$ cat src/rtl/i2cm_pkg.sv
// Shared types and constants for the I2C master byte engine.
// Used by i2cm_front, i2cm_back and the top level i2c_master_byte_engine.
`timescale 1ns / 1ps

package i2cm_pkg;

   // Command codes as they arrive on the request channel
   localparam logic [2:0] CMD_TICK  = 3'd0;
   localparam logic [2:0] CMD_START = 3'd1;
   localparam logic [2:0] CMD_STOP  = 3'd2;
   localparam logic [2:0] CMD_WRITE = 3'd3;
   localparam logic [2:0] CMD_READ  = 3'd4;

   // Reset value of the timing register
   localparam logic [15:0] TICKS_PER_UNIT_RESET = 16'd100;

   // Default depth of the queue between front and back
   localparam int QUEUE_DEPTH_DEFAULT = 2;

   // Classified operation carried through the queue
   typedef enum logic [2:0] {
      OP_NONE,
      OP_TICK,
      OP_START,
      OP_STOP,
      OP_WRITE,
      OP_READ
   } op_type;

   // One queued word
   typedef struct packed {
      op_type     op;
      logic [7:0] tx_byte;
      logic       ack_mode;
      logic       sda_sample;
   } item_type;

endpackage

$ cat src/rtl/i2cm_front.sv
// Front end of the I2C master byte engine: classifies request words and
// queues them for the sequencer. Depends on i2cm_pkg.
`timescale 1ns / 1ps

module i2cm_front #(
   parameter int QUEUE_DEPTH = i2cm_pkg::QUEUE_DEPTH_DEFAULT
) (
   input  logic               clock,
   input  logic               reset,
   input  logic               req_valid,
   output logic               req_ready,
   input  logic [2:0]         req_cmd,
   input  logic [7:0]         req_tx_byte,
   input  logic               req_ack_mode,
   input  logic               req_sda_in,
   output logic               q_valid,
   output i2cm_pkg::item_type q_item,
   input  logic               q_pop
);

   localparam int PTR_W = $clog2(QUEUE_DEPTH);
   localparam int CNT_W = $clog2(QUEUE_DEPTH + 1);

   i2cm_pkg::item_type q_ff [QUEUE_DEPTH];
   logic [PTR_W-1:0]   wr_ptr_ff, wr_ptr_in;
   logic [PTR_W-1:0]   rd_ptr_ff, rd_ptr_in;
   logic [CNT_W-1:0]   count_ff, count_in;
   i2cm_pkg::item_type item_new;
   logic               push;

   // Classify the incoming command
   always_comb begin
      item_new.tx_byte    = req_tx_byte;
      item_new.ack_mode   = req_ack_mode;
      item_new.sda_sample = req_sda_in;
      unique case (req_cmd)
         i2cm_pkg::CMD_TICK:  item_new.op = i2cm_pkg::OP_TICK;
         i2cm_pkg::CMD_START: item_new.op = i2cm_pkg::OP_START;
         i2cm_pkg::CMD_STOP:  item_new.op = i2cm_pkg::OP_STOP;
         i2cm_pkg::CMD_WRITE: item_new.op = i2cm_pkg::OP_WRITE;
         i2cm_pkg::CMD_READ:  item_new.op = i2cm_pkg::OP_READ;
         default:             item_new.op = i2cm_pkg::OP_NONE;
      endcase
   end

   // Queue handshake
   assign req_ready = (count_ff != CNT_W'(QUEUE_DEPTH));
   assign push      = req_valid && req_ready;
   assign q_valid   = (count_ff != '0);
   assign q_item    = q_ff[rd_ptr_ff];

   // Advance pointers and fill count
   always_comb begin
      wr_ptr_in = wr_ptr_ff;
      rd_ptr_in = rd_ptr_ff;
      count_in  = count_ff;
      if (push) begin
         wr_ptr_in = (wr_ptr_ff == PTR_W'(QUEUE_DEPTH - 1)) ? '0 : wr_ptr_ff + 1'b1;
      end
      if (q_pop) begin
         rd_ptr_in = (rd_ptr_ff == PTR_W'(QUEUE_DEPTH - 1)) ? '0 : rd_ptr_ff + 1'b1;
      end
      if (push && !q_pop) begin
         count_in = count_ff + 1'b1;
      end else if (!push && q_pop) begin
         count_in = count_ff - 1'b1;
      end
   end

   always_ff @(posedge clock) begin
      if (reset) begin
         wr_ptr_ff <= '0;
         rd_ptr_ff <= '0;
         count_ff  <= '0;
      end else begin
         wr_ptr_ff <= wr_ptr_in;
         rd_ptr_ff <= rd_ptr_in;
         count_ff  <= count_in;
      end
   end

   // Store the incoming word
   always_ff @(posedge clock) begin
      if (push) begin
         q_ff[wr_ptr_ff] <= item_new;
      end
   end

endmodule

$ cat src/rtl/i2cm_back.sv
// Back end of the I2C master byte engine: bus sequencer with pin state and
// a registered response stage. Depends on i2cm_pkg.
`timescale 1ns / 1ps

module i2cm_back (
   input  logic               clock,
   input  logic               reset,
   input  logic [15:0]        ticks_per_unit,
   input  logic               q_valid,
   input  i2cm_pkg::item_type q_item,
   output logic               q_pop,
   output logic               rsp_valid,
   input  logic               rsp_ready,
   output logic               rsp_scl_level,
   output logic               rsp_sda_level,
   output logic               rsp_sda_drive,
   output logic               rsp_busy_res,
   output logic               rsp_done_res,
   output logic [7:0]         rsp_rx_byte,
   output logic               rsp_ack_level,
   output logic               rsp_rejected
);

   typedef enum logic [4:0] {
      ST_IDLE, ST_S1, ST_S2, ST_S3, ST_S4, ST_S5, ST_P1, ST_P2,
      ST_W1, ST_W2, ST_W3, ST_WA1, ST_WA2, ST_WEND,
      ST_R0, ST_R1, ST_R2, ST_RA1, ST_RA2, ST_REND
   } step_type;

   step_type    step_ff, step_in;
   logic [15:0] pre_ff, pre_in;
   logic [5:0]  units_ff, units_in;
   logic [3:0]  bit_ff, bit_in;
   logic [7:0]  shift_ff, shift_in;
   logic        lam_ff, lam_in;
   logic        ack_ff, ack_in;
   logic        scl_out_ff, scl_out_in;
   logic        sda_out_ff, sda_out_in;
   logic        sda_oe_ff, sda_oe_in;
   logic [7:0]  rx_ff, rx_in;

   logic        rsp_valid_ff;
   logic        rsp_scl_ff, rsp_sda_ff, rsp_oe_ff, rsp_busy_ff, rsp_done_ff;
   logic [7:0]  rsp_rx_ff;
   logic        rsp_ack_ff, rsp_rej_ff;

   logic        busy;
   logic        done;
   logic        rej;
   logic [15:0] tpu_eff;
   logic [16:0] pre_sum;
   logic [5:0]  units_dec;
   logic [7:0]  shift_up;
   logic [3:0]  bit_up;

   assign busy     = (step_ff != ST_IDLE);
   assign tpu_eff  = (ticks_per_unit == 16'd0) ? 16'd1 : ticks_per_unit;
   assign pre_sum  = {1'b0, pre_ff} + 17'd1;
   assign units_dec = (units_ff != 6'd0) ? units_ff - 6'd1 : 6'd0;
   assign shift_up = {shift_ff[6:0], 1'b0};
   assign bit_up   = bit_ff + 4'd1;

   // Take a word when the response stage is free or being drained
   assign q_pop = q_valid && (!rsp_valid_ff || rsp_ready);

   // Sequencer next state
   always_comb begin
      step_in    = step_ff;
      pre_in     = pre_ff;
      units_in   = units_ff;
      bit_in     = bit_ff;
      shift_in   = shift_ff;
      lam_in     = lam_ff;
      ack_in     = ack_ff;
      scl_out_in = scl_out_ff;
      sda_out_in = sda_out_ff;
      sda_oe_in  = sda_oe_ff;
      rx_in      = rx_ff;
      done       = 1'b0;
      rej        = 1'b0;
      case (q_item.op)
         i2cm_pkg::OP_TICK: begin
            if (busy) begin
               if (pre_sum >= {1'b0, tpu_eff}) begin
                  pre_in   = 16'd0;
                  units_in = units_dec;
                  if (units_dec == 6'd0) begin
                     // End of a wait: perform the next pin action
                     unique case (step_ff)
                        ST_S1: begin
                           sda_out_in = 1'b1; units_in = 6'd1; step_in = ST_S2;
                        end
                        ST_S2: begin
                           scl_out_in = 1'b1; units_in = 6'd10; step_in = ST_S3;
                        end
                        ST_S3: begin
                           sda_out_in = 1'b0; units_in = 6'd1; step_in = ST_S4;
                        end
                        ST_S4: begin
                           scl_out_in = 1'b0; units_in = 6'd2; step_in = ST_S5;
                        end
                        ST_P1: begin
                           scl_out_in = 1'b1; units_in = 6'd2; step_in = ST_P2;
                        end
                        ST_P2: begin
                           sda_out_in = 1'b1; step_in = ST_IDLE; done = 1'b1;
                        end
                        ST_W1: begin
                           scl_out_in = 1'b1; units_in = 6'd2; step_in = ST_W2;
                        end
                        ST_W2: begin
                           scl_out_in = 1'b0; units_in = 6'd1; step_in = ST_W3;
                        end
                        ST_W3: begin
                           shift_in = shift_up;
                           bit_in   = bit_up;
                           if (bit_up < 4'd8) begin
                              sda_out_in = shift_up[7];
                              units_in   = 6'd1;
                              step_in    = ST_W1;
                           end else if (lam_ff) begin
                              sda_out_in = 1'b1;
                              sda_oe_in  = 1'b0;
                              units_in   = 6'd1;
                              step_in    = ST_WA1;
                           end else begin
                              ack_in   = 1'b1;
                              units_in = 6'd2;
                              step_in  = ST_WEND;
                           end
                        end
                        ST_WA1: begin
                           scl_out_in = 1'b1; units_in = 6'd2; step_in = ST_WA2;
                        end
                        ST_WA2: begin
                           ack_in     = q_item.sda_sample;
                           scl_out_in = 1'b0;
                           sda_oe_in  = 1'b1;
                           sda_out_in = 1'b0;
                           units_in   = 6'd2;
                           step_in    = ST_WEND;
                        end
                        ST_R0: begin
                           shift_in   = shift_up;
                           scl_out_in = 1'b1;
                           units_in   = 6'd2;
                           step_in    = ST_R1;
                        end
                        ST_R1: begin
                           shift_in   = shift_ff | {7'd0, q_item.sda_sample};
                           scl_out_in = 1'b0;
                           units_in   = 6'd1;
                           step_in    = ST_R2;
                        end
                        ST_R2: begin
                           bit_in = bit_up;
                           if (bit_up < 4'd8) begin
                              shift_in   = shift_up;
                              scl_out_in = 1'b1;
                              units_in   = 6'd2;
                              step_in    = ST_R1;
                           end else begin
                              sda_oe_in  = 1'b1;
                              sda_out_in = !lam_ff;
                              units_in   = 6'd2;
                              step_in    = ST_RA1;
                           end
                        end
                        ST_RA1: begin
                           scl_out_in = 1'b1; units_in = 6'd1; step_in = ST_RA2;
                        end
                        ST_RA2: begin
                           scl_out_in = 1'b0; units_in = 6'd2; step_in = ST_REND;
                        end
                        ST_REND: begin
                           rx_in = shift_ff; step_in = ST_IDLE; done = 1'b1;
                        end
                        default: begin
                           // start tail, write tail: sequence complete
                           step_in = ST_IDLE; done = 1'b1;
                        end
                     endcase
                  end
               end else begin
                  pre_in = pre_sum[15:0];
               end
            end
         end
         i2cm_pkg::OP_START: begin
            if (busy) begin
               rej = 1'b1;
            end else begin
               ack_in   = 1'b0;
               pre_in   = 16'd0;
               units_in = 6'd50;
               step_in  = ST_S1;
            end
         end
         i2cm_pkg::OP_STOP: begin
            if (busy) begin
               rej = 1'b1;
            end else begin
               sda_out_in = 1'b0;
               scl_out_in = 1'b0;
               pre_in     = 16'd0;
               units_in   = 6'd2;
               step_in    = ST_P1;
            end
         end
         i2cm_pkg::OP_WRITE: begin
            if (busy) begin
               rej = 1'b1;
            end else begin
               shift_in   = q_item.tx_byte;
               lam_in     = q_item.ack_mode;
               bit_in     = 4'd0;
               sda_out_in = q_item.tx_byte[7];
               pre_in     = 16'd0;
               units_in   = 6'd1;
               step_in    = ST_W1;
            end
         end
         i2cm_pkg::OP_READ: begin
            if (busy) begin
               rej = 1'b1;
            end else begin
               lam_in    = q_item.ack_mode;
               sda_oe_in = 1'b0;
               shift_in  = 8'd0;
               bit_in    = 4'd0;
               pre_in    = 16'd0;
               units_in  = 6'd1;
               step_in   = ST_R0;
            end
         end
         default: begin
            // unknown code: no effect
         end
      endcase
   end

   // Hold sequencer state and the response stage
   always_ff @(posedge clock) begin
      if (reset) begin
         step_ff      <= ST_IDLE;
         pre_ff       <= 16'd0;
         units_ff     <= 6'd0;
         bit_ff       <= 4'd0;
         shift_ff     <= 8'd0;
         lam_ff       <= 1'b0;
         ack_ff       <= 1'b0;
         scl_out_ff   <= 1'b1;
         sda_out_ff   <= 1'b1;
         sda_oe_ff    <= 1'b1;
         rx_ff        <= 8'd0;
         rsp_valid_ff <= 1'b0;
      end else begin
         if (q_pop) begin
            step_ff      <= step_in;
            pre_ff       <= pre_in;
            units_ff     <= units_in;
            bit_ff       <= bit_in;
            shift_ff     <= shift_in;
            lam_ff       <= lam_in;
            ack_ff       <= ack_in;
            scl_out_ff   <= scl_out_in;
            sda_out_ff   <= sda_out_in;
            sda_oe_ff    <= sda_oe_in;
            rx_ff        <= rx_in;
            rsp_valid_ff <= 1'b1;
            rsp_scl_ff   <= scl_out_in;
            rsp_sda_ff   <= sda_out_in;
            rsp_oe_ff    <= sda_oe_in;
            rsp_busy_ff  <= (step_in != ST_IDLE);
            rsp_done_ff  <= done;
            rsp_rx_ff    <= rx_in;
            rsp_ack_ff   <= ack_in;
            rsp_rej_ff   <= rej;
         end else if (rsp_ready) begin
            rsp_valid_ff <= 1'b0;
         end
      end
   end

   assign rsp_valid     = rsp_valid_ff;
   assign rsp_scl_level = rsp_scl_ff;
   assign rsp_sda_level = rsp_sda_ff;
   assign rsp_sda_drive = rsp_oe_ff;
   assign rsp_busy_res  = rsp_busy_ff;
   assign rsp_done_res  = rsp_done_ff;
   assign rsp_rx_byte   = rsp_rx_ff;
   assign rsp_ack_level = rsp_ack_ff;
   assign rsp_rejected  = rsp_rej_ff;

endmodule

$ cat src/rtl/i2c_master_byte_engine.sv
// I2C master byte engine, top level.
// Request channel (req_*): one word per command or per tick. cmd 0 is a tick
// carrying the sampled SDA level in req_sda_in; 1 start, 2 stop, 3 write
// req_tx_byte, 4 read. All bus timing advances only on tick words.
// Response channel (rsp_*): exactly one word per request word, in order,
// giving the pin levels, busy/done, received byte, acknowledge flag and the
// rejected flag for a command that arrived while a sequence was running.
// Register port (csr_*): ticks_per_unit, always ready; write it while idle.
// An accepted request word is registered in the queue, then popped through
// the sequencer into the response register, from which rsp_valid offers it.
// Throughput: one word per cycle while rsp_ready holds; the sequencer updates
// all its state once per word, and the response register frees the front.
// When the receiver stalls, the response register holds its word and the
// queue (QUEUE_DEPTH words) keeps taking requests until full, then drops
// req_ready. Reset (synchronous) empties the queue, puts the sequencer idle
// with SCL and SDA driven high, and sets ticks_per_unit to 100.
`timescale 1ns / 1ps

module i2c_master_byte_engine #(
   parameter int QUEUE_DEPTH = i2cm_pkg::QUEUE_DEPTH_DEFAULT
) (
   input  logic        clock,
   input  logic        reset,
   input  logic        req_valid,
   output logic        req_ready,
   input  logic [2:0]  req_cmd,
   input  logic [7:0]  req_tx_byte,
   input  logic        req_ack_mode,
   input  logic        req_sda_in,
   output logic        rsp_valid,
   input  logic        rsp_ready,
   output logic        rsp_scl_level,
   output logic        rsp_sda_level,
   output logic        rsp_sda_drive,
   output logic        rsp_busy_res,
   output logic        rsp_done_res,
   output logic [7:0]  rsp_rx_byte,
   output logic        rsp_ack_level,
   output logic        rsp_rejected,
   input  logic        csr_valid,
   output logic        csr_ready,
   input  logic [15:0] csr_ticks_per_unit
);

   logic [15:0]        tpu_ff;
   logic               q_valid;
   logic               q_pop;
   i2cm_pkg::item_type q_item;

   // Timing register
   assign csr_ready = 1'b1;

   always_ff @(posedge clock) begin
      if (reset) begin
         tpu_ff <= i2cm_pkg::TICKS_PER_UNIT_RESET;
      end else if (csr_valid) begin
         tpu_ff <= csr_ticks_per_unit;
      end
   end

   i2cm_front #(
      .QUEUE_DEPTH (QUEUE_DEPTH)
   ) u_front (
      .clock        (clock),
      .reset        (reset),
      .req_valid    (req_valid),
      .req_ready    (req_ready),
      .req_cmd      (req_cmd),
      .req_tx_byte  (req_tx_byte),
      .req_ack_mode (req_ack_mode),
      .req_sda_in   (req_sda_in),
      .q_valid      (q_valid),
      .q_item       (q_item),
      .q_pop        (q_pop)
   );

   i2cm_back u_back (
      .clock          (clock),
      .reset          (reset),
      .ticks_per_unit (tpu_ff),
      .q_valid        (q_valid),
      .q_item         (q_item),
      .q_pop          (q_pop),
      .rsp_valid      (rsp_valid),
      .rsp_ready      (rsp_ready),
      .rsp_scl_level  (rsp_scl_level),
      .rsp_sda_level  (rsp_sda_level),
      .rsp_sda_drive  (rsp_sda_drive),
      .rsp_busy_res   (rsp_busy_res),
      .rsp_done_res   (rsp_done_res),
      .rsp_rx_byte    (rsp_rx_byte),
      .rsp_ack_level  (rsp_ack_level),
      .rsp_rejected   (rsp_rejected)
   );

`ifndef NO_ASSERTIONS
   // A finishing sequence leaves the engine idle
   a_done_idle: assert property (@(posedge clock) disable iff (reset)
      (rsp_valid && rsp_done_res) |-> !rsp_busy_res)
      else $error("done reported while still busy");

   // A rejected command never disturbs a running sequence
   a_rej_busy: assert property (@(posedge clock) disable iff (reset)
      (rsp_valid && rsp_rejected) |-> (rsp_busy_res && !rsp_done_res))
      else $error("rejected command without a running sequence");

   // SDA is released only inside a sequence
   a_idle_drive: assert property (@(posedge clock) disable iff (reset)
      (rsp_valid && !rsp_busy_res) |-> rsp_sda_drive)
      else $error("SDA released while idle");

   // Reset empties the response stage
   a_reset_empty: assert property (@(posedge clock)
      reset |=> !rsp_valid)
      else $error("response valid straight after reset");
`endif

endmodule

$ cat config.mk
export PLATFORM = sky130hd
export DESIGN_NAME = i2c_master_byte_engine
export DESIGN_NICKNAME = d
export VERILOG_FILES = /design/src/rtl/i2cm_pkg.sv /design/src/rtl/i2cm_front.sv /design/src/rtl/i2cm_back.sv /design/src/rtl/i2c_master_byte_engine.sv
export SDC_FILE = /design/constraint.sdc
export NUM_CORES = 1
export LEC_CHECK = 0
export ABC_AREA = 1
export BUFFER_PORTS_ARGS = -buffer_cell sky130_fd_sc_hd__buf_2
export CORE_ASPECT_RATIO = 0.9
export CORE_UTILIZATION = 65
export CTS_CLUSTER_DIAMETER = 200
export CTS_CLUSTER_SIZE = 14
export DETAILED_ROUTE_END_ITERATION = 8
export GPL_TIMING_DRIVEN = 1
export PLACE_DENSITY = 0.85
export SLEW_MARGIN = 20
export SYNTH_ARGS = -nofsm -noshare
export SYNTH_HDL_FRONTEND = slang
export SYNTH_SLANG_ARGS = --single-unit
$ cat constraint.sdc
create_clock -name clock -period 9.39 [get_ports clock]
set_input_delay 0.939 -clock clock [delete_from_list [all_inputs] [get_ports clock]]
set_output_delay 0.939 -clock clock [all_outputs]
set_load 0.01 [all_outputs]
Word-level counts from Yosys, hierarchy flattened. Memories as Yosys holds them, arrays and structs flattened. A register that Yosys moved wholly into a read port is not among the register bits. Cells that the tools add are included.

Register bits after elaboration: 88. Memory bits (writable): 26. Input port bits: 34. Output and inout bits: 18. Word-level logic and storage cells: 210. Memories: 1.

Memories: u_front.q_ff (words 2, width 13, read ports 1, clocked after Yosys merged registers in 1, write ports 1, RTL line i2cm_front.sv:24) `i2cm_pkg::item_type q_ff [QUEUE_DEPTH];`.

Add/sub/neg operators: 7. Order comparisons: 2. Eq/ne operators: 39. Mux-type cells: 94. Bitwise logic cells: 3. Reduce and logical (&&, ||, !) cells: 40.

Operator list (count): 2-to-1 mux 8 bit (11); case mux 5 bit (15 select lines) (1); 2-to-1 mux 16 bit (4); 2-to-1 mux 6 bit (8); case mux 6 bit (4 select lines) (2); case mux 8 bit (3 select lines) (2); 2-to-1 mux 5 bit (9); 2-to-1 mux 1 bit (36); equality test 5 x 4 -> 1 bit, second input constant (7); case mux 16 bit (2 select lines) (1); case mux 5 bit (5 select lines) (1); equality test 5 bit, second input constant (4); 2-to-1 mux 4 bit (5); adder 16 x 1 -> 17 bit, second input constant (1); greater-or-equal comparator 17 x 16 -> 1 bit (1); zero test 16 bit (1); inequality test 2 bit, second input constant (8); equality test 5 x 3 -> 1 bit, second input constant (3); case mux 3 bit (5 select lines) (1); OR reduction 15 bit (1); AND reduction 7 bit (2); equality test 3 x 2 -> 1 bit, second input constant (4); equality test 5 x 2 -> 1 bit, second input constant (2); nonzero test 2 bit (5); other kinds (38) (65).

Longest topological paths before layout. Gate-level depths: netlist of run 1.

Depth in word-level cells: 9. Gate-level depth with buffers: 28. Mapped depth without buffers: 28.

Cells and area by module. Synthesis of run 1 repeated with hierarchy kept, for this count alone.

Cells, all modules: 926. Area total of the unflattened synthesis: 6837.8 µm².

Modules (own cells, without submodules): i2cm_back (instances 1, cells an instance 747, area each 4933.5 µm², sequential area each 1511.4 µm²); i2cm_front (instances 1, cells an instance 81, area each 1241.2 µm², sequential area each 880.8 µm²); i2c_master_byte_engine (instances 1, cells an instance 98, area each 663.1 µm², sequential area each 320.3 µm²).

Least setup slack after synthesis of run 1. Ideal clock, no wire load.

Path type: flip-flop to flip-flop. Start: reg u_back.pre_ff[0]. End: reg u_back.rsp_busy_ff, in the netlist u_back.rsp_busy_res, data pin. Setup time: 0.260 ns. Arrival time: 2.869 ns. Required time: 9.130 ns. Setup slack: 6.261 ns. Cell stages (with the launch flop): 25. Buffers on the path: 1. Clock period less this slack: 3.129 ns. Cell sequence: dfxtp_1 ha_1 nand2_1 inv_1 nand3_1 inv_1 nand2_1 nor2_1 nand2_1 nor2_1 xor2_1 inv_1 ha_1 nand2_1 inv_1 nand3_1 nor4_1 nor2_1 nand2_1 buf_2 nand2_1 nand3_1 nand3_1 nor2_1 nand3_1.

Longest elaborated chain between the ends: 6.

Ends and longest elaborated chain: start: declaration (RTL line i2cm_back.sv:31) `logic [15:0] pre_ff, pre_in;`; start signal: assignment (RTL line i2cm_back.sv:260) `pre_ff <= pre_in;`; adder 16 x 1 -> 17 bit (RTL line i2cm_back.sv:58) `assign pre_sum = {1'b0, pre_ff} + 17'd1;`; greater-or-equal comparator 17 x 16 -> 1 bit (RTL line i2cm_back.sv:84) `if (pre_sum >= {1'b0, tpu_eff}) begin`; 2-to-1 mux 5 bit (RTL line i2cm_back.sv:84); 2-to-1 mux 5 bit (RTL line i2cm_back.sv:83) `if (busy) begin`; case mux 5 bit (5 select lines) (RTL line i2cm_back.sv:81) `case (q_item.op)`; nonzero test 5 bit (RTL line i2cm_back.sv:274) `rsp_busy_ff <= (step_in != ST_IDLE);`; end signal: assignment (RTL line i2cm_back.sv:274); end: declaration (RTL line i2cm_back.sv:43) `logic rsp_scl_ff, rsp_sda_ff, rsp_oe_ff, rsp_busy_ff, rsp_done_ff;`.

Every way passes these cells. A chain may end at the register's enable or synchronous reset.

Worst setup path after layout of run 1.
Start: reg u_back.pre_ff[0]. End: reg u_back.bit_ff[3].

Longest elaborated chain between the ends: 4.

Ends and longest elaborated chain: adder 16 x 1 -> 17 bit (RTL line i2cm_back.sv:58); greater-or-equal comparator 17 x 16 -> 1 bit (RTL line i2cm_back.sv:84); inequality test 2 x 1 -> 1 bit (no source line); AND reduction 7 bit (no source line); end signal: assignment (RTL line i2cm_back.sv:262) `bit_ff <= bit_in;`; end: declaration (RTL line i2cm_back.sv:33) `logic [3:0] bit_ff, bit_in;`.

Every way passes these cells.

==> run summary, run 1 <==
final setup fails -> 0
synth warn -> 0
Synth Cell Area -> 6500 um2
main flop type after synthesis -> dfxtp_1
worst slew pin tran -> 1.05 ns
total track usage -> 36.7%
sequential share of the synthesized area -> 41.7%
min cycle time layout -> 4.31 ns
Ports -> 52
per-cell routed wire length -> 17.0 um
Synth Net Count -> 932
Root Driver -> clkbuf_8
Pwr Density -> 344 nW/um2
final worst slack -> 5.08 ns
# nets final -> 976
Initial Utilization -> 67.1%
f_max -> 232 MHz
fraction of layout cells with a size suffix above 1 -> 16.4%
CP Cell Sequence -> ha_1 -> nand2_1 -> inv_1 -> nand3_1 -> inv_1 -> nand2_1 -> nor2_1 -> nand2_1 -> nor2_1 -> xor2_1 -> inv_1 -> ha_1 -> nand2_1 -> inv_1 -> nand3_1 -> nor4_1 -> nor2_1 -> nand2_1 -> nand2_1 -> nand2_1 -> nand2_1 -> o21ai_0 -> a21oi_1
remaining global-route overflow -> 0
Mapped Avg Cell Area -> 7.41 um2
Netlist cell types -> 49
Syn Inst Count -> 878
CP max FO -> 14
Post-DRT Antenna Nets -> 0
initial DRC count -> 708
leakage -> 3.34 nW
max incr delay on CP -> 0.45 ns
WP data required -> 9.80 ns
CTS tree -> done
Async SR Flop Fraction -> 0%
largest net degree at the start of global routing -> 51
number of max-cap violations -> 0
#FFs+latches synth -> 115
Multi-input gate area -> 3240 um2
# rows -> 34
Filler cells -> 667
vias in the first global route -> 5949
VDD IR-drop max -> 0.228 mV
Die ar. -> 10400 um2
CTS buffer count -> 17
RSZ-0062 raised after global routing -> false
CP arrival -> 4.73 ns
port buffer count -> 50
Layout Skew -> 0.00946 ns
first-pass GRT wire length -> 29.2 mm
width of the die -> 107 um
clk buf depth -> 2
pre-CTS setup slack -> 5.38 ns
CTS Sinks -> 115
CP Capture Type -> register
Final Routed Wirelength -> 18.1 mm
Most common cell on crit path -> nand2_1
Area Overhead vs Synth -> 14.2%
Post-synth EDFFs -> 41
worst min-delay path class -> reg2reg
worst setup path class -> reg2reg
post-CTS sizing -> 0
vias post-DR -> 6415
Placer Congestion -> 0.951
hpwl dp -> 11.6 mm
register area -> 2710 um2
DRC Markers -> 0
Via density -> 6.04
Slowest cell on crit path -> nand2_1
initial antenna violation count -> 1
max-slew violation count -> 0
max_slew headroom -> 29.5%
Reg clk slew, reported paths -> 0.07 ns
Post-CTS Repair Setup Buffers -> 0
Core ar. -> 9700 um2
crit share post-route -> 46.0%
# hold bufs at CTS -> 0
clk_lat worst skew -> 0.54 ns
status -> finished, final reports clean
H-Tree Depth -> 4
Fin. Hold Viols -> 0
die height -> 96.9 um
TNS Setup -> 0 ns
Worst setup SP type -> register
Detailed Routing Iterations Pass 1 -> 6
-- layout make-up --
cell class | count | area share, %
Clock inverter | 15 | 2.78
Clock buffer | 17 | 5.58
Timing Repair Buffer | 52 | 3.57
Tap cell | 126 | 2.12
Multi-Input combinational cell | 623 | 43.7
Inverter | 113 | 5.74
Sequential cell | 115 | 36.5
Antenna cell | 1 | 0.0337
-- layer usage --
metal	wire length [um]	global-route usage, %	part of all wire, %
met3	1880	9.37	10
met1	7340	48.6	41
met5	0	0	0
met4	637	16.3	3.5
met2	8220	56.3	45
-- flip-flops by register name, summed over array words and instances (netlist names), 2 cells and up, named ones only --
register / count
u_front.q_ff: 26
u_front.count_ff: 2
u_back.step_ff: 5
u_back.pre_ff: 16
u_back.bit_ff: 4
tpu_ff: 16
u_back.rsp_rx_byte: 8
u_back.rx_ff: 8
u_back.units_ff: 6
u_back.shift_ff: 8
-- cell usage after synthesis, types with 2 or more instances --
| library cell | count | share of area (%) |
|---|---|---|
| nor4_1 | 5 | 0.48 |
| mux2_2 | 6 | 1.0 |
| nor3_1 | 10 | 0.77 |
| inv_2 | 19 | 1.1 |
| ha_1 | 20 | 3.8 |
| nor2_1 | 85 | 4.9 |
| a21oi_1 | 64 | 4.9 |
| a32o_1 | 6 | 0.92 |
| o211ai_1 | 4 | 0.46 |
| dfxtp_1 | 74 | 23 |
| o21ai_0 | 49 | 3.8 |
| buf_1 | 2 | 0.12 |
| buf_2 | 9 | 0.69 |
| buf_6 | 2 | 0.35 |
| nor2_2 | 4 | 0.38 |
| nand2_1 | 209 | 12 |
| clkbuf_1 | 13 | 0.75 |
| o21ai_1 | 15 | 1.2 |
| nand3_1 | 73 | 5.6 |
| xor2_1 | 12 | 1.6 |
| inv_1 | 93 | 5.4 |
| a211oi_1 | 3 | 0.35 |
| edfxtp_1 | 41 | 19 |
| nand2_2 | 14 | 1.3 |
| nand3b_1 | 3 | 0.35 |
| nand4_1 | 5 | 0.48 |
| xnor2_1 | 3 | 0.40 |
| mux2i_1 | 2 | 0.31 |
| a21oi_2 | 10 | 1.3 |
| o21ai_2 | 4 | 0.54 |
-- cells in the final DEF, fill, tap and decap left out, drive strengths merged, types with 6 or more instances in the layout --
| master | netlist | final |
|---|---|---|
| xor2 | 12 | 12 |
| clkbuf | 13 | 17 |
| nor2 | 90 | 90 |
| nor4 | 6 | 6 |
| a32o | 6 | 6 |
| nor3 | 12 | 12 |
| nand2 | 225 | 225 |
| nand3 | 73 | 73 |
| buf | 14 | 52 |
| mux2 | 6 | 6 |
| inv | 113 | 123 |
| a21oi | 74 | 74 |
| edfxtp | 41 | 41 |
| o21ai | 68 | 68 |
| ha | 20 | 20 |
| dfxtp | 74 | 74 |
-- where the power goes --
part | total (mW) | leakage (nW) | internal [mW] | switching, mW
logic | 1.12 | 2.05 | 0.344 | 0.781
registers | 0.736 | 0.991 | 0.643 | 0.0928
clock network | 0.696 | 0.304 | 0.418 | 0.278
-- metrics by stage --
step | hold WS [ns] | cells | utilization (%) | instance area [um2] | power [mW]
global placement | 0.435 | 1029 | 70.1 | 6800 | 1.79
global route | 0.504 | 1061 | 76.6 | 7430 | 2.71
detailed placement | 0.464 | 1029 | 70.1 | 6800 | 1.81
floorplan | 0.426 | 878 | - | 6500 | 1.55
CTS | 0.481 | 1061 | 76.5 | 7420 | 2.52
finish | 0.483 | 1062 | 76.6 | 7430 | 2.56
-- path summary, 6_finish.rpt --
| kind | from | to | slack (ns) | cells past startpoint |
|---|---|---|---|---|
| max | u_back.pre_ff[0] | u_back.bit_ff[3] | 5.08 | 23 |
| min | u_back.units_ff[0] | u_back.units_ff[0] | 0.48 | 2 |
| max reg2reg | u_back.pre_ff[0] | u_back.bit_ff[3] | 5.08 | 23 |
| min reg2reg | u_back.units_ff[0] | u_back.units_ff[0] | 0.48 | 2 |
-- worst max-delay path: cells and delay by family (launching register included) --
| family | cells | cell delay [ns] |
|---|---|---|
| fa+ha+maj | 2 | 0.51 |
| buf+inv | 4 | 0.32 |
| flops | 1 | 0.42 |
| simple gates | 14 | 2.41 |
| xor+xnor | 1 | 0.16 |
| compound gates | 2 | 0.38 |
-- cell families (layout without fill, tap and decap cells) --
family	count (synthesis)	after routing	synth area share, %
and+or+nand+nor	418	418	28.2
AOI/OAI and AO/OA	161	161	14.2
buffers and inverters	140	197	8.58
DFF	115	115	41.7
adders and majority gates	20	20	3.85
xor gates and xnor gates	15	15	2.02
muxes	8	8	1.35
other	1	2	0.0576
No activity file was read; power rests on OpenSTA's default activity.
==> run 2, diff against run 1 <==
--- a/config.mk
+++ b/config.mk
@@ -8,12 +8,12 @@
 export ABC_AREA = 1
 export BUFFER_PORTS_ARGS = -buffer_cell sky130_fd_sc_hd__buf_2
 export CORE_ASPECT_RATIO = 0.9
-export CORE_UTILIZATION = 65
+export CORE_UTILIZATION = 55
 export CTS_CLUSTER_DIAMETER = 200
 export CTS_CLUSTER_SIZE = 14
 export DETAILED_ROUTE_END_ITERATION = 8
 export GPL_TIMING_DRIVEN = 1
-export PLACE_DENSITY = 0.85
+export PLACE_DENSITY = 0.77
 export SLEW_MARGIN = 20
 export SYNTH_ARGS = -nofsm -noshare
 export SYNTH_HDL_FRONTEND = slang
==> constraint.sdc (replaced) <==
create_clock -name clock -period 3.7 [get_ports clock]
set_input_delay 0.37 -clock clock [delete_from_list [all_inputs] [get_ports clock]]
set_output_delay 0.37 -clock clock [all_outputs]
set_load 0.01 [all_outputs]
==> run summary, run 2 (synthesis gave the netlist of run 1 again) <==
status -> finished, final reports clean
worst hold path depth -> 1
hpwl dp -> 11.3 mm
width of the die -> 117 um
die height -> 105 um
WP data required -> 3.87 ns
leading cell type in the layout, fill and taps excluded -> nand2_1
Top reg by flops -> u_front.q_ff
Fin. Hold Viols -> 0
Reg clk slew, reported paths -> 0.06 ns
clk buf depth -> 2
worst min-delay path class -> in2reg
Area Overhead vs Synth -> 15.3%
CP max FO -> 6
Initial Utilization -> 56.7%
Root Driver -> clkbuf_16
max reg flops -> 26
fraction of layout cells with a size suffix above 1 -> 17.7%
vias post-DR -> 6012
CTS Sinks -> 115
Layout Skew -> 0.00893 ns
DRC Markers -> 0
Ant. Diodes -> 0
max incr delay on CP -> 0.37 ns
number of cells on the worst reg-to-reg path -> 24
total track usage -> 28.0%
Largest regs -> u_front.q_ff x26, tpu_ff x16, u_back.pre_ff x16
leakage -> 3.36 nW
Filler cells -> 1034
port buffer count -> 50
# nets final -> 987
VDD IR-drop max -> 0.479 mV
Pwr Density -> 830 nW/um2
final setup fails -> 0
RSZ-0062 raised after global routing -> false
remaining global-route overflow -> 0
Detailed Routing Iterations Pass 1 -> 6
worst setup path class -> reg2reg
Multi-input gate area -> 3260 um2
Post-DRT Antenna Nets -> 0
per-cell routed wire length -> 14.6 um
commonest cells after routing, fill and taps aside -> nand2_1, inv_1, nor2_1
max_slew headroom -> 46.9%
Worst setup SP type -> register
Via density -> 5.46
crit share post-route -> 91.5%
CP Cell Sequence -> ha_1 -> nand2_1 -> inv_1 -> nand3_1 -> inv_1 -> nand2_1 -> nor2_1 -> nand2_1 -> nor2_1 -> xor2_1 -> inv_1 -> ha_1 -> nand2_1 -> inv_1 -> nand3_1 -> nor4_2 -> nor2_1 -> nand2_2 -> buf_4 -> nand2_1 -> nand3_1 -> nand3_1 -> nor2_1 -> nand3_1
Placer Congestion -> 0.994
largest net degree at the start of global routing -> 49
Die ar. -> 12300 um2
CP Capture Type -> register
# hold bufs at CTS -> 0
vias in the first global route -> 5388
max-slew violation count -> 0
Slowest cell on crit path -> dfxtp_2
CP arrival -> 3.55 ns
Ports -> 52
Post-DP Area -> 6910 um2
CTS tree -> done
Core ar. -> 11500 um2
TNS Setup -> 0 ns
register area -> 2710 um2
worst slew pin tran -> 0.795 ns
Tot Pwr -> 6.23 mW
min cycle time layout -> 3.38 ns
initial antenna violation count -> 0
initial DRC count -> 476
first-pass GRT wire length -> 26.0 mm
# rows -> 37
clk_lat worst skew -> 0.43 ns
H-Tree Depth -> 4
number of max-cap violations -> 0
f_max -> 295 MHz
Finished Cell Area -> 7500 um2
Final Routed Wirelength -> 16.1 mm
CTS buffer count -> 17
[run 2: path summary, 6_finish.rpt]
path                            slack, ns                   to               from
worst max-delay path                 0.32  u_back.rsp_busy_res   u_back.pre_ff[0]
worst min-delay path                 0.12   u_front.q_ff[1][0]         req_sda_in
worst max register to register       0.32  u_back.rsp_busy_res   u_back.pre_ff[0]
worst min register to register       0.46             register  u_front.rd_ptr_ff
[run 2: timing repair]
action | CTS | global route
buffers inserted | 0 | 2
endpoints found under the setup margin | 0 | 58
resized for setup | 0 | 6
[run 2: metrics by stage]
stage	instances	hold slack [ns]	util, %	setup slack [ns]
final	1102	0.123	65.3	0.315
after global routing	1102	0.118	65.3	0.00391
after CTS	1100	0.115	65.0	0.201
after detailed placement	1068	0.449	60.1	0.236
after global placement	1068	0.434	60.1	0.364
after floorplan	878	0.426	-	0.571
[run 2: cell type report]
type                       count  share of cell area, %
clock inverter                14                   1.70
clock buffer                  18                   5.72
timing repair buffer          63                   4.64
inverter                     113                   5.72
tap                          156                   2.60
sequential                   115                   36.2
multi-input combinational    623                   43.4
[run 2: power by group]
group / internal [mW] / switching, mW
logic: 0.901 / 1.93
clock network: 0.927 / 0.630
registers: 1.63 / 0.210
[run 2: critical path, delay by kind of cell (launching register included)]
family / cells / cell delay [ns]
buffers and inverters: 5 / 0.48
adder cells (fa/ha/maj): 2 / 0.48
flip-flops: 1 / 0.37
XOR/XNOR: 1 / 0.15
AND/OR/NAND/NOR: 16 / 1.61
[run 2: per-layer routing]
metal,track usage [%],vias up,share of wire (%)
met5,0,-,0
met4,13.0,0,2.4
met3,6.32,35,8.6
met2,40.4,261,43
met1,39.3,2701,46
li1,-,3015,-
==> run 3, diff against run 2 <==
--- a/config.mk
+++ b/config.mk
@@ -6,6 +6,7 @@
 export NUM_CORES = 1
 export LEC_CHECK = 0
 export ABC_AREA = 1
+export ABC_CLOCK_PERIOD_IN_PS = 3700
 export BUFFER_PORTS_ARGS = -buffer_cell sky130_fd_sc_hd__buf_2
 export CORE_ASPECT_RATIO = 0.9
 export CORE_UTILIZATION = 55
@@ -13,7 +14,7 @@
 export CTS_CLUSTER_SIZE = 14
 export DETAILED_ROUTE_END_ITERATION = 8
 export GPL_TIMING_DRIVEN = 1
-export PLACE_DENSITY = 0.77
+export PLACE_DENSITY = 0.76
 export SLEW_MARGIN = 20
 export SYNTH_ARGS = -nofsm -noshare
 export SYNTH_HDL_FRONTEND = slang
==> run summary, run 3 (synthesis gave the netlist of run 1 again) <==
status -> finished, final reports clean
max-slew violation count -> 0
Detailed Routing Iterations Pass 1 -> 5
Ant. Diodes -> 0
max incr delay on CP -> 0.35 ns
clk_lat worst skew -> 0.42 ns
CP arrival -> 3.57 ns
DRC Markers -> 0
number of cells on the worst reg-to-reg path -> 24
CTS tree -> done
H-Tree Depth -> 4
fin util -> 66.0%
Post-DRT Antenna Nets -> 0
# rows -> 37
worst min-delay path class -> in2reg
Die ar. -> 12300 um2
CP Cell Sequence -> ha_1 -> nand2_1 -> inv_1 -> nand3_2 -> inv_1 -> nand2_1 -> nor2_1 -> nand2_1 -> nor2_1 -> xor2_1 -> inv_1 -> ha_1 -> nand2_1 -> inv_1 -> nand3_1 -> nor4_2 -> nor2_1 -> nand2_2 -> buf_6 -> nand2_1 -> nand3_1 -> nand3_1 -> nor2_1 -> nand3_1
Bufs and invs on worst path -> 5
vias post-DR -> 5949
CTS buffer count -> 17
clk buf depth -> 2
first-pass GRT wire length -> 26.5 mm
# nets final -> 989
Fin. Hold Viols -> 0
Final Routed Wirelength -> 15.8 mm
leakage -> 3.40 nW
Tot Pwr -> 6.34 mW
initial antenna violation count -> 0
Top reg by flops -> u_front.q_ff
Area Overhead vs Synth -> 16.5%
crit share post-route -> 92.1%
min cycle time layout -> 3.41 ns
worst hold path depth -> 1
remaining global-route overflow -> 0
Slowest cell on crit path -> dfxtp_1
leading cell type in the layout, fill and taps excluded -> nand2_1
commonest cells after routing, fill and taps aside -> nand2_1, inv_1, nor2_1
Critical R2R Launch -> u_back.pre_ff[0]
Root Driver -> clkbuf_16
WP data required -> 3.86 ns
R2R setup slack -> 0.29 ns
f_max -> 294 MHz
max_slew headroom -> 48.2%
Initial Utilization -> 56.7%
Placer Congestion -> 1.00
total track usage -> 28.2%
vias in the first global route -> 5439
CP Capture Type -> register
largest net degree at the start of global routing -> 49
Worst setup SP type -> register
Most common cell on crit path -> nand2_1
worst slew pin tran -> 0.774 ns
Reg clk slew, reported paths -> 0.06 ns
delay-heaviest family, CP -> simple AND/OR/NAND/NOR gates
fraction of layout cells with a size suffix above 1 -> 18.0%
per-cell routed wire length -> 14.3 um
CTS Sinks -> 115
max reg flops -> 26
initial DRC count -> 607
CP max FO -> 6
Min-Delay Startpoint -> req_tx_byte[5]
Pwr Density -> 837 nW/um2
Critical R2R Capture -> u_back.rsp_busy_res
port buffer count -> 50
worst setup path class -> reg2reg
worst hold endpoint -> u_front.q_ff[1][7]
Layout Skew -> 0.00817 ns
Core ar. -> 11500 um2
final setup fails -> 0
VDD IR-drop max -> 0.540 mV
Via density -> 5.39
hpwl dp -> 11.1 mm
die height -> 105 um
Ports -> 52
width of the die -> 117 um
Largest regs -> u_front.q_ff x26, tpu_ff x16, u_back.pre_ff x16
number of max-cap violations -> 0
run 3: cell types whose count changed in the layout (fill, tap and decap cells not counted), sizes merged:
cell / delta
buf: +2
clkbuf: +2
clkinvlp: -2
clkinv: +1
inv: -1
run 3: how the worst max path moves through the flow:
stage                      from             endpoint  slack [ns]  cells past startpoint
6_report       u_back.pre_ff[0]  u_back.rsp_busy_res        0.29                     24
5_1_grt        u_back.pre_ff[0]      u_back.rx_ff[2]       -0.05                     25
3_3_place_gp   u_back.pre_ff[1]  u_back.rsp_busy_res        0.38                     24
2_1_floorplan  u_back.pre_ff[0]  u_back.rsp_busy_res        0.57                     24
3_5_place_dp   u_back.pre_ff[1]  u_back.rsp_busy_res        0.29                     24
4_1_cts        u_back.pre_ff[1]      u_back.rx_ff[2]        0.23                     25
run 3: worst register-to-register path: cells and delay by family (launching register included):
kind | cells | cell delay, ns
AND/OR/NAND/NOR | 16 | 1.72
XOR/XNOR | 1 | 0.16
adder cells (fa/ha/maj) | 2 | 0.47
buffers and inverters | 5 | 0.47
flip-flops | 1 | 0.35
run 3: cell type report:
class / count / area [um2]
clock buffer: 20 / 479
tap: 156 / 195
fill: 999 / 3910
inverter: 113 / 429
multi-input combinational: 623 / 3260
clock inverter: 12 / 118
sequential: 115 / 2710
timing repair buffer: 65 / 379
run 3: routing by layer:
layer	vias to the layer above	GRT usage (%)	part of all wire (%)
met5	-	0	0
met4	0	9.67	2.0
met3	25	6.32	7.0
met2	227	40.6	42
met1	2686	41.3	49
li1	3011	-	-
run 3: what timing repair did:
item                                    4_1_cts  5_1_grt
hold buffers                                  0        0
setup buffers                                 0        1
hold endpoints to repair                      0        0
resized for setup                             0        8
endpoints found under the setup margin        0       36
run 3: power by group:
part	internal, mW	leakage [nW]	switching (mW)
logic	0.941	2.11	1.95
clock network	1.01	0.292	0.625
registers	1.63	0.991	0.185
run 3: metrics by stage:
step           instances  hold slack [ns]  cell area (um2)  TNS [ns]  setup WS [ns]
3_5_place_dp        1071            0.455             6940         0          0.289
3_3_place_gp        1071            0.435             6940         0          0.384
5_1_grt             1104            0.123             7580    -0.176        -0.0493
6_report            1104            0.135             7580         0          0.293
2_1_floorplan        878            0.426             6500         0          0.571
4_1_cts             1103            0.126             7540         0          0.231
